### config.mk
export PLATFORM = sky130hd
export DESIGN_NAME = frequency_to_midi_note_bend
export DESIGN_NICKNAME = d
export VERILOG_FILES = /design/src/rtl/fmnb_pkg.sv /design/src/rtl/fmnb_front.sv /design/src/rtl/fmnb_queue.sv /design/src/rtl/fmnb_back.sv /design/src/rtl/frequency_to_midi_note_bend.sv
export SDC_FILE = /design/constraint.sdc
export NUM_CORES = 2
export LEC_CHECK = 0
export BUFFER_PORTS_ARGS = -buffer_cell sky130_fd_sc_hd__buf_4
export CORE_AREA = 2 2 350 283
export CTS_CLUSTER_DIAMETER = 60
export DETAILED_ROUTE_END_ITERATION = 8
export DIE_AREA = 0 0 352 285
export PLACE_DENSITY = 0.89
export SYNTH_ARGS = -nofsm -noshare
export SYNTH_HDL_FRONTEND = slang
export SYNTH_SLANG_ARGS = --single-unit
### constraint.sdc
create_clock -name clk -period 26.6 [get_ports clk]
set_clock_uncertainty 0.15 [all_clocks]
set_input_delay 3.99 -clock clk [delete_from_list [all_inputs] [get_ports clk]]
set_output_delay 3.99 -clock clk [all_outputs]
set_load 0.005 [all_outputs]
### src/rtl/fmnb_pkg.sv
// ----------------------------------------------------------------------------
// fmnb_pkg
// shared widths, constants and the request type for frequency to midi note
// ----------------------------------------------------------------------------
package fmnb_pkg;

    localparam int FREQ_WIDTH_DEF = 24;
    localparam int RANGE_W        = 12;
    localparam int NOTE_W         = 7;
    localparam int BEND_W         = 14;
    localparam int LOG_FRAC       = 16;
    // log2(440 Hz * 256) in q.16, as the squaring loop produces it
    localparam logic [20:0] L440  = 21'd1099783;
    localparam logic [11:0] RANGE_RESET = 12'd100;
    localparam logic [13:0] BEND_CENTER = 14'd8192;
    localparam logic [13:0] BEND_MAX    = 14'd16383;
    localparam logic [6:0]  NOTE_MAX    = 7'd127;

    // request passed from the front to the back through the queue
    typedef struct packed {
        logic        zero;
        logic [20:0] lg;    // log2 q.16, integer part 5 bits
    } req_t;

endpackage

### src/rtl/fmnb_front.sv
// ----------------------------------------------------------------------------
// fmnb_front
// accepts frequencies, finds the top bit and iterates log2 one bit a cycle
// ----------------------------------------------------------------------------
module fmnb_front #(
    parameter int FREQ_WIDTH = fmnb_pkg::FREQ_WIDTH_DEF
) (
    input  logic                  clk,
    input  logic                  rst_n,
    input  logic                  in_valid,
    output logic                  in_ready,
    input  logic [FREQ_WIDTH-1:0] freq,
    output logic                  req_valid,
    input  logic                  req_ready,
    output fmnb_pkg::req_t        req
);
    localparam int EW = $clog2(FREQ_WIDTH);

    localparam logic [1:0] S_IDLE = 2'd0;
    localparam logic [1:0] S_ITER = 2'd1;
    localparam logic [1:0] S_OUT  = 2'd2;

    logic [1:0]  state_reg, state_next;
    logic [31:0] m_reg, m_next;
    logic [15:0] frac_reg, frac_next;
    logic [4:0]  e_reg, e_next;
    logic [3:0]  cnt_reg, cnt_next;
    logic        zero_reg, zero_next;

    logic [EW-1:0]         top;
    logic [FREQ_WIDTH-1:0] norm;
    logic [63:0]           sq;
    logic [32:0]           sqs;

    always_comb
    begin
        top = '0;
        for (int i = 0; i < FREQ_WIDTH; i++)
        begin
            if (freq[i])
            begin
                top = EW'(i);
            end
        end
    end

    assign norm = freq << (EW'(FREQ_WIDTH - 1) - top);
    assign sq   = m_reg * m_reg;
    assign sqs  = sq[63:31];

    assign in_ready  = (state_reg == S_IDLE);
    assign req_valid = (state_reg == S_OUT);
    assign req.zero  = zero_reg;
    assign req.lg    = {e_reg, frac_reg};

    always_comb
    begin
        state_next = state_reg;
        m_next     = m_reg;
        frac_next  = frac_reg;
        e_next     = e_reg;
        cnt_next   = cnt_reg;
        zero_next  = zero_reg;
        case (state_reg)
            S_IDLE:
            begin
                if (in_valid)
                begin
                    zero_next  = (freq == '0);
                    e_next     = 5'(top);
                    // mantissa q1.31 with the top set bit at bit 31
                    m_next     = 32'(norm) << (32 - FREQ_WIDTH);
                    frac_next  = '0;
                    cnt_next   = '0;
                    state_next = S_ITER;
                end
            end
            S_ITER:
            begin
                // square, keep q1.31; renormalize when >= 2
                if (sqs[32])
                begin
                    m_next    = sqs[32:1];
                    frac_next = {frac_reg[14:0], 1'b1};
                end
                else
                begin
                    m_next    = sqs[31:0];
                    frac_next = {frac_reg[14:0], 1'b0};
                end
                cnt_next = cnt_reg + 4'd1;
                if (cnt_reg == 4'd15)
                begin
                    state_next = S_OUT;
                end
            end
            S_OUT:
            begin
                if (req_ready)
                begin
                    state_next = S_IDLE;
                end
            end
            default:
            begin
                state_next = S_IDLE;
            end
        endcase
    end

    always_ff @(posedge clk or negedge rst_n)
    begin
        if (!rst_n)
        begin
            state_reg <= S_IDLE;
        end
        else
        begin
            state_reg <= state_next;
        end
    end

    always_ff @(posedge clk)
    begin
        m_reg    <= m_next;
        frac_reg <= frac_next;
        e_reg    <= e_next;
        cnt_reg  <= cnt_next;
        zero_reg <= zero_next;
    end

endmodule

### src/rtl/fmnb_queue.sv
// ----------------------------------------------------------------------------
// fmnb_queue
// two-entry queue between the log2 front and the note back
// ----------------------------------------------------------------------------
module fmnb_queue (
    input  logic           clk,
    input  logic           rst_n,
    input  logic           wr_valid,
    output logic           wr_ready,
    input  fmnb_pkg::req_t wr_data,
    output logic           rd_valid,
    input  logic           rd_ready,
    output fmnb_pkg::req_t rd_data
);
    fmnb_pkg::req_t mem_reg [2];
    logic       wp_reg, rp_reg;
    logic [1:0] cnt_reg;
    logic       wr, rd;

    assign wr_ready = (cnt_reg != 2'd2);
    assign rd_valid = (cnt_reg != 2'd0);
    assign rd_data  = mem_reg[rp_reg];
    assign wr       = wr_valid && wr_ready;
    assign rd       = rd_valid && rd_ready;

    always_ff @(posedge clk or negedge rst_n)
    begin
        if (!rst_n)
        begin
            wp_reg  <= 1'b0;
            rp_reg  <= 1'b0;
            cnt_reg <= 2'd0;
        end
        else
        begin
            if (wr)
            begin
                wp_reg <= ~wp_reg;
            end
            if (rd)
            begin
                rp_reg <= ~rp_reg;
            end
            cnt_reg <= cnt_reg + {1'b0, wr} - {1'b0, rd};
        end
    end

    always_ff @(posedge clk)
    begin
        if (wr)
        begin
            mem_reg[wp_reg] <= wr_data;
        end
    end

endmodule

### src/rtl/fmnb_back.sv
// ----------------------------------------------------------------------------
// fmnb_back
// cents, note choice with hysteresis, serial bend division and output register
// ----------------------------------------------------------------------------
module fmnb_back (
    input  logic           clk,
    input  logic           rst_n,
    input  logic           req_valid,
    output logic           req_ready,
    input  fmnb_pkg::req_t req,
    input  logic [11:0]    range,
    output logic           out_valid,
    input  logic           out_ready,
    output logic [6:0]     note,
    output logic [13:0]    bend,
    output logic           note_changed,
    output logic           bend_changed
);
    localparam logic [2:0] S_IDLE = 3'd0;
    localparam logic [2:0] S_NOTE = 3'd1;
    localparam logic [2:0] S_DEV  = 3'd2;
    localparam logic [2:0] S_DIV  = 3'd3;
    localparam logic [2:0] S_FIN  = 3'd4;

    logic [2:0]  state_reg, state_next;
    logic signed [39:0] c_reg, c_next;       // cents q.16
    logic signed [39:0] d_reg, d_next;
    logic [6:0]  note_reg, note_next;        // result note
    logic [6:0]  held_reg, held_next;
    logic        hv_reg, hv_next;
    logic [13:0] shown_reg, shown_next;
    logic [11:0] rng_reg, rng_next;
    logic [52:0] rem_reg, rem_next;          // |d|*8192 dividend / remainder
    logic [14:0] q_reg, q_next;
    logic [4:0]  cnt_reg, cnt_next;
    logic        ov_reg, ov_next;
    logic [6:0]  onote_reg, onote_next;
    logic [13:0] obend_reg, obend_next;
    logic        onc_reg, onc_next, obc_reg, obc_next;

    logic signed [39:0] diff, d_held, d_new, mag;
    logic [39:0]        n_full;
    logic [6:0]         n_sel;
    logic [27:0]        div_sh;
    logic [53:0]        trial;
    logic signed [16:0] b_val;
    logic [13:0]        b_clamp;

    assign diff   = 40'(signed'({19'd0, req.lg})) - 40'(signed'({19'd0, fmnb_pkg::L440}));
    assign d_held = c_reg - 40'(held_reg) * 40'sd6553600;
    assign mag    = d_held[39] ? -d_held : d_held;
    // note = c / 6553600 via reciprocal of c >> 16, exact over the cents range
    assign n_full = 40'((c_reg >>> 16) * 40'd5243) >> 19;
    assign n_sel  = c_reg[39] ? 7'd0 :
                    (n_full > 40'd127) ? fmnb_pkg::NOTE_MAX : n_full[6:0];
    assign d_new  = c_reg - 40'(n_sel) * 40'sd6553600;
    assign div_sh = {rng_reg, 16'd0};
    assign trial  = {1'b0, rem_reg} - ({26'd0, div_sh} << cnt_reg);

    always_comb
    begin
        if (ov_reg)
        begin
            b_val = d_reg[39] ? 17'sd0 : 17'sd16383;
        end
        else if (d_reg[39])
        begin
            b_val = 17'sd8192 - 17'(signed'({1'b0, q_reg}));
        end
        else
        begin
            b_val = 17'sd8192 + 17'(signed'({1'b0, q_reg}));
        end
        if (b_val < 0)
        begin
            b_clamp = 14'd0;
        end
        else if (b_val > 17'sd16383)
        begin
            b_clamp = fmnb_pkg::BEND_MAX;
        end
        else
        begin
            b_clamp = b_val[13:0];
        end
    end

    assign req_ready    = (state_reg == S_IDLE) && !out_valid;
    assign note         = onote_reg;
    assign bend         = obend_reg;
    assign note_changed = onc_reg;
    assign bend_changed = obc_reg;

    logic out_set, out_clr;

    always_comb
    begin
        state_next = state_reg;
        c_next = c_reg; d_next = d_reg; note_next = note_reg;
        held_next = held_reg; hv_next = hv_reg; shown_next = shown_reg;
        rng_next = rng_reg; rem_next = rem_reg; q_next = q_reg;
        cnt_next = cnt_reg; ov_next = ov_reg;
        onote_next = onote_reg; obend_next = obend_reg;
        onc_next = onc_reg; obc_next = obc_reg;
        out_set = 1'b0;
        case (state_reg)
            S_IDLE:
            begin
                if (req_valid && req_ready)
                begin
                    rng_next = (range == 12'd0) ? 12'd1 : range;
                    if (req.zero)
                    begin
                        onote_next = 7'd0;
                        obend_next = 14'd0;
                        onc_next   = (held_reg != 7'd0);
                        obc_next   = (shown_reg != 14'd0);
                        held_next  = 7'd0;
                        shown_next = 14'd0;
                        hv_next    = 1'b0;
                        out_set    = 1'b1;
                    end
                    else
                    begin
                        c_next     = diff * 40'sd1200 + 40'sd452198400;
                        state_next = S_NOTE;
                    end
                end
            end
            S_NOTE:
            begin
                if (hv_reg && (mag <= 40'(signed'({1'b0, rng_reg, 16'd0}))))
                begin
                    note_next = held_reg;
                    d_next    = d_held;
                    state_next = S_DEV;
                end
                else if (!c_reg[39] && !d_new[39] && d_new >= 40'sd6553600 &&
                         n_sel != fmnb_pkg::NOTE_MAX)
                begin
                    // reciprocal estimate was one low
                    c_next = c_reg;
                    note_next = n_sel + 7'd1;
                    d_next = d_new - 40'sd6553600;
                    state_next = S_DEV;
                end
                else
                begin
                    note_next = n_sel;
                    d_next    = d_new;
                    state_next = S_DEV;
                end
            end
            S_DEV:
            begin
                rem_next   = 53'(d_reg[39] ? -d_reg : d_reg) << 13;
                q_next     = '0;
                ov_next    = 1'b0;
                cnt_next   = 5'd14;
                state_next = S_DIV;
            end
            S_DIV:
            begin
                // restoring division, one quotient bit a cycle
                if (!trial[53])
                begin
                    rem_next = trial[52:0];
                    q_next   = {q_reg[13:0], 1'b1};
                end
                else
                begin
                    q_next = {q_reg[13:0], 1'b0};
                end
                if (cnt_reg == 5'd14 && !trial[53] &&
                    (rem_reg >= ({25'd0, div_sh} << 15)))
                begin
                    ov_next = 1'b1;
                end
                cnt_next = cnt_reg - 5'd1;
                if (cnt_reg == 5'd0)
                begin
                    state_next = S_FIN;
                end
            end
            S_FIN:
            begin
                onote_next = note_reg;
                obend_next = b_clamp;
                onc_next   = (note_reg != held_reg);
                obc_next   = (b_clamp != shown_reg);
                held_next  = note_reg;
                shown_next = b_clamp;
                hv_next    = 1'b1;
                out_set    = 1'b1;
                state_next = S_IDLE;
            end
            default:
            begin
                state_next = S_IDLE;
            end
        endcase
    end

    assign out_clr = out_valid && out_ready;

    always_ff @(posedge clk or negedge rst_n)
    begin
        if (!rst_n)
        begin
            state_reg <= S_IDLE;
            held_reg  <= 7'd0;
            hv_reg    <= 1'b0;
            shown_reg <= fmnb_pkg::BEND_CENTER;
            out_valid <= 1'b0;
        end
        else
        begin
            state_reg <= state_next;
            held_reg  <= held_next;
            hv_reg    <= hv_next;
            shown_reg <= shown_next;
            if (out_set)
            begin
                out_valid <= 1'b1;
            end
            else if (out_clr)
            begin
                out_valid <= 1'b0;
            end
        end
    end

    always_ff @(posedge clk)
    begin
        c_reg <= c_next; d_reg <= d_next; note_reg <= note_next;
        rng_reg <= rng_next; rem_reg <= rem_next; q_reg <= q_next;
        cnt_reg <= cnt_next; ov_reg <= ov_next;
        onote_reg <= onote_next; obend_reg <= obend_next;
        onc_reg <= onc_next; obc_reg <= obc_next;
    end

endmodule

### src/rtl/frequency_to_midi_note_bend.sv
// steps: 16 log2 squarings in the front, then note choice and 15 bend quotient
// bits in the back; a zero frequency skips the note choice and the division
// flow: the back takes a new request only when idle and its last result has
// been taken; the front takes a new frequency once its last log2 result is queued
// reset: asynchronous active low; range 100 cents, no note held, bend shown 8192
// ----------------------------------------------------------------------------
// frequency_to_midi_note_bend
// frequency to midi note and pitch bend with note hysteresis
// ----------------------------------------------------------------------------
module frequency_to_midi_note_bend #(
    parameter int FREQ_WIDTH = fmnb_pkg::FREQ_WIDTH_DEF
) (
    input  logic                  clk,
    input  logic                  rst_n,
    input  logic                  in_valid,
    output logic                  in_ready,
    input  logic [FREQ_WIDTH-1:0] frequency,
    input  logic                  cfg_valid,
    output logic                  cfg_ready,
    input  logic [11:0]           cfg_data,
    output logic                  out_valid,
    input  logic                  out_ready,
    output logic [6:0]            note,
    output logic [13:0]           bend,
    output logic                  note_changed,
    output logic                  bend_changed
);
    logic [11:0]    range_reg;
    logic           f_valid, f_ready, b_valid, b_ready;
    fmnb_pkg::req_t f_req, b_req;

    assign cfg_ready = 1'b1;

    always_ff @(posedge clk or negedge rst_n)
    begin
        if (!rst_n)
        begin
            range_reg <= fmnb_pkg::RANGE_RESET;
        end
        else if (cfg_valid)
        begin
            range_reg <= cfg_data;
        end
    end

    fmnb_front #(.FREQ_WIDTH(FREQ_WIDTH)) u_front (
        .clk(clk), .rst_n(rst_n), .in_valid(in_valid), .in_ready(in_ready),
        .freq(frequency), .req_valid(f_valid), .req_ready(f_ready), .req(f_req)
    );

    fmnb_queue u_queue (
        .clk(clk), .rst_n(rst_n), .wr_valid(f_valid), .wr_ready(f_ready),
        .wr_data(f_req), .rd_valid(b_valid), .rd_ready(b_ready), .rd_data(b_req)
    );

    fmnb_back u_back (
        .clk(clk), .rst_n(rst_n), .req_valid(b_valid), .req_ready(b_ready),
        .req(b_req), .range(range_reg), .out_valid(out_valid),
        .out_ready(out_ready), .note(note), .bend(bend),
        .note_changed(note_changed), .bend_changed(bend_changed)
    );

endmodule

==> flow_metrics.env <==
export IMPL_finalCriticalPeriod_ps=14260
export IMPL_root_buffer="clkbuf_16"
export IMPL_r2r_start="u_back.c_reg[39]$_DFFE_PP_"
export IMPL_largest_reg_flops=48
export IMPL_postSynthCellCount=6183
export IMPL_worstSkewPairLatency_ps=610
export IMPL_maxCapViolCount=0
export IMPL_finalSetupViolCount=0
export IMPL_wl_per_cell_um=21.7
export IMPL_async_flop_share_pct=13.4
export IMPL_ant_nets=0
export IMPL_vias=45862
export IMPL_antenna_found_initial=6
export IMPL_slew_headroom_pct=18.7
export IMPL_grt_pass1_vias=48415
export IMPL_die_area_sq_um=100000
export IMPL_synth_nets=7842
export IMPL_final_cell_mix="inv_1, fa_1, ha_1"
export IMPL_rr_endpoint="u_back.d_reg[30]$_DFFE_PP_"
export IMPL_max_freq_ghz=0.0701
export IMPL_ys_seq_area_share_pct=16.2
export IMPL_clock_sinks=329
export IMPL_rows=103
export IMPL_track_usage_pct=33.0
export IMPL_drive_gt1_share_pct=4.19
export IMPL_path_max_fanout=20
export IMPL_place_congestion=0.988
export IMPL_cts_tree="built"
export IMPL_start_util_pct=61.2
export IMPL_worstPathRequired_ps=26800
export IMPL_ys_seq_elements=329
export IMPL_die_w_um=352
export IMPL_setup_tns_final_ps=0
export IMPL_period_share_pct=53.6
export IMPL_cts_htree_levels=2
export IMPL_rrSetupSlack_ps=12340
export IMPL_yosys_warnings=0
export IMPL_drv_slew=0
export IMPL_final_nets=7794
export IMPL_core_sq_um=97300
export IMPL_grt_pass1_wl_um=261000
export IMPL_drc=0
export IMPL_hold_buffers=0
export IMPL_rsz0062_at_grt="no"
export IMPL_cts_buffers=37
export IMPL_ios=67
export IMPL_endpoint="u_back.d_reg[30]$_DFFE_PP_"
export IMPL_viasPerCell=6.13
export IMPL_final_common_cell="inv_1"
export IMPL_dp_hpwl_um=127000
export IMPL_cp_end_kind="flip-flop"
export IMPL_reg2regPathDepth=44
export IMPL_worst_hold_startpoint="u_back.c_reg[6]$_DFFE_PP_"
export IMPL_cts_clk_slew_worst_paths_ps=60
export IMPL_synth_edf_count=285
export IMPL_yosys_most_used_dff="edfxtp_1"
export IMPL_status="finished, final reports clean"
export IMPL_drt_pass1_iter_count=8
export IMPL_drtIter0Drc=4947
export IMPL_syn_to_final_growth_pct=5.28
export IMPL_path_common_cell="inv_1"
export IMPL_cpMaxStageDelayCell="edfxtp_1"
export IMPL_path_depth=44
export IMPL_cts_repair_resize_count=0
export IMPL_worst_path_buf_inv=7
export IMPL_synth_cell_type_count=88
export IMPL_crit_path_start_kind="flip-flop"
export IMPL_avgSynthCellArea_sq_um=9.64
export IMPL_path_class="reg -> reg"
export IMPL_crit_start="u_back.c_reg[39]$_DFFE_PP_"
export IMPL_final_hold_viol_count=0
export IMPL_syn_area_sq_um=59600
export IMPL_post_cts_setup_buffer_count=0
export IMPL_grt_max_degree=63
export IMPL_die_y_um=285
export IMPL_worst_pin_slew_ps=1220
export IMPL_grt_overflow=0
export IMPL_crit_family="adder cells"
export IMPL_hold_class="reg -> reg"
export IMPL_arrival_ps=14460
export IMPL_critical_path_max_stage_delay_ps=930
export IMPL_clockBufferDepth=3
export IMPL_portBuffers=65
export IMPL_drt_total_wl_um=163000
[synthesized netlist by cell type, types with 17 or more instances]
master	count	area [sq um]
nor2_1	304	1140
o31ai_1	36	270
nand4_1	41	257
o21a_1	52	390
and2_1	229	1430
or3_1	25	156
a21oi_1	232	1160
nand2_1	489	1840
a31oi_1	31	194
o211ai_1	30	225
ha_1	642	8030
mux2_2	33	372
mux2i_1	86	861
o21ai_0	142	711
clkbuf_1	190	713
o21bai_1	24	180
nand3_1	77	385
edfxtp_1	285	8560
nor4_1	33	206
a21o_1	96	721
dfrtp_1	40	1000
nor3b_1	18	135
xnor2_1	179	1570
or4_1	17	128
o22ai_1	31	194
inv_1	1245	4670
xor2_1	84	736
a211oi_1	42	315
and3_1	58	363
fa_1	976	19500
nand2b_1	27	169
nor3_1	93	465
nor2b_1	35	219
[layout make-up]
class / instances / area, sq um
fill: 7067 / 34600
multi-input combinational: 4388 / 44500
clock buffer: 50 / 1030
sequential: 329 / 9670
antenna: 9 / 22.5
tap: 1312 / 1640
clock inverter: 18 / 287
timing repair buffer: 122 / 916
inverter: 1257 / 4720
[worst min-delay path by stage]
stage                                  endpoint  slack [ps]  depth (start not counted)
2_1_floorplan         u_back.d_reg[7]$_DFFE_PP_         270                          0
3_5_place_dp          u_back.d_reg[6]$_DFFE_PP_         280                          0
6_report              u_back.d_reg[6]$_DFFE_PP_         300                          0
5_1_grt        u_queue.mem_reg[0][15]$_DFFE_PP_         300                          0
3_3_place_gp          u_back.d_reg[7]$_DFFE_PP_         280                          0
4_1_cts               u_back.d_reg[6]$_DFFE_PP_         300                          0
[logic make-up after synthesis]
logic type	Yosys count	synth area share [%]
flip-flops	329	16.2
AND/OR/NAND/NOR	1505	12.4
other	2	0.0126
XOR/XNOR	263	3.87
buffers and inverters	1466	9.26
adder cells (fa/ha/maj)	1618	46.3
AO/OA/AOI/OAI	876	9.72
multiplexers	124	2.26
[metrics by stage]
step                      std cells  hold WS, ps  instance area [sq um]  setup WS, ps  util (%)
after floorplan                6183          267                  59600         15080         -
after global placement         7407          277                  61400         12850      63.1
after detailed placement       7407          283                  61400         12650      63.1
after CTS                      7475          297                  62700         12580      64.4
after global routing           7478          304                  62700         11490      64.5
final                          7485          301                  62700         12340      64.5
[layer usage]
layer / vias to the layer above / global-route usage, % / wire length (um) / part of all wire (%)
met2: 2865 / 50.1 / 70800 / 44
met4: 4 / 13.1 / 7620 / 4.7
met1: 22328 / 44.4 / 62300 / 38
li1: 20062 / - / - / -
met3: 603 / 10.1 / 21900 / 13
met5: - / 0 / 29 / 0.018
Power is left out: the tool's default activity adds up to more than one toggle a clock period on the data nets, which glitch-free logic cannot reach.
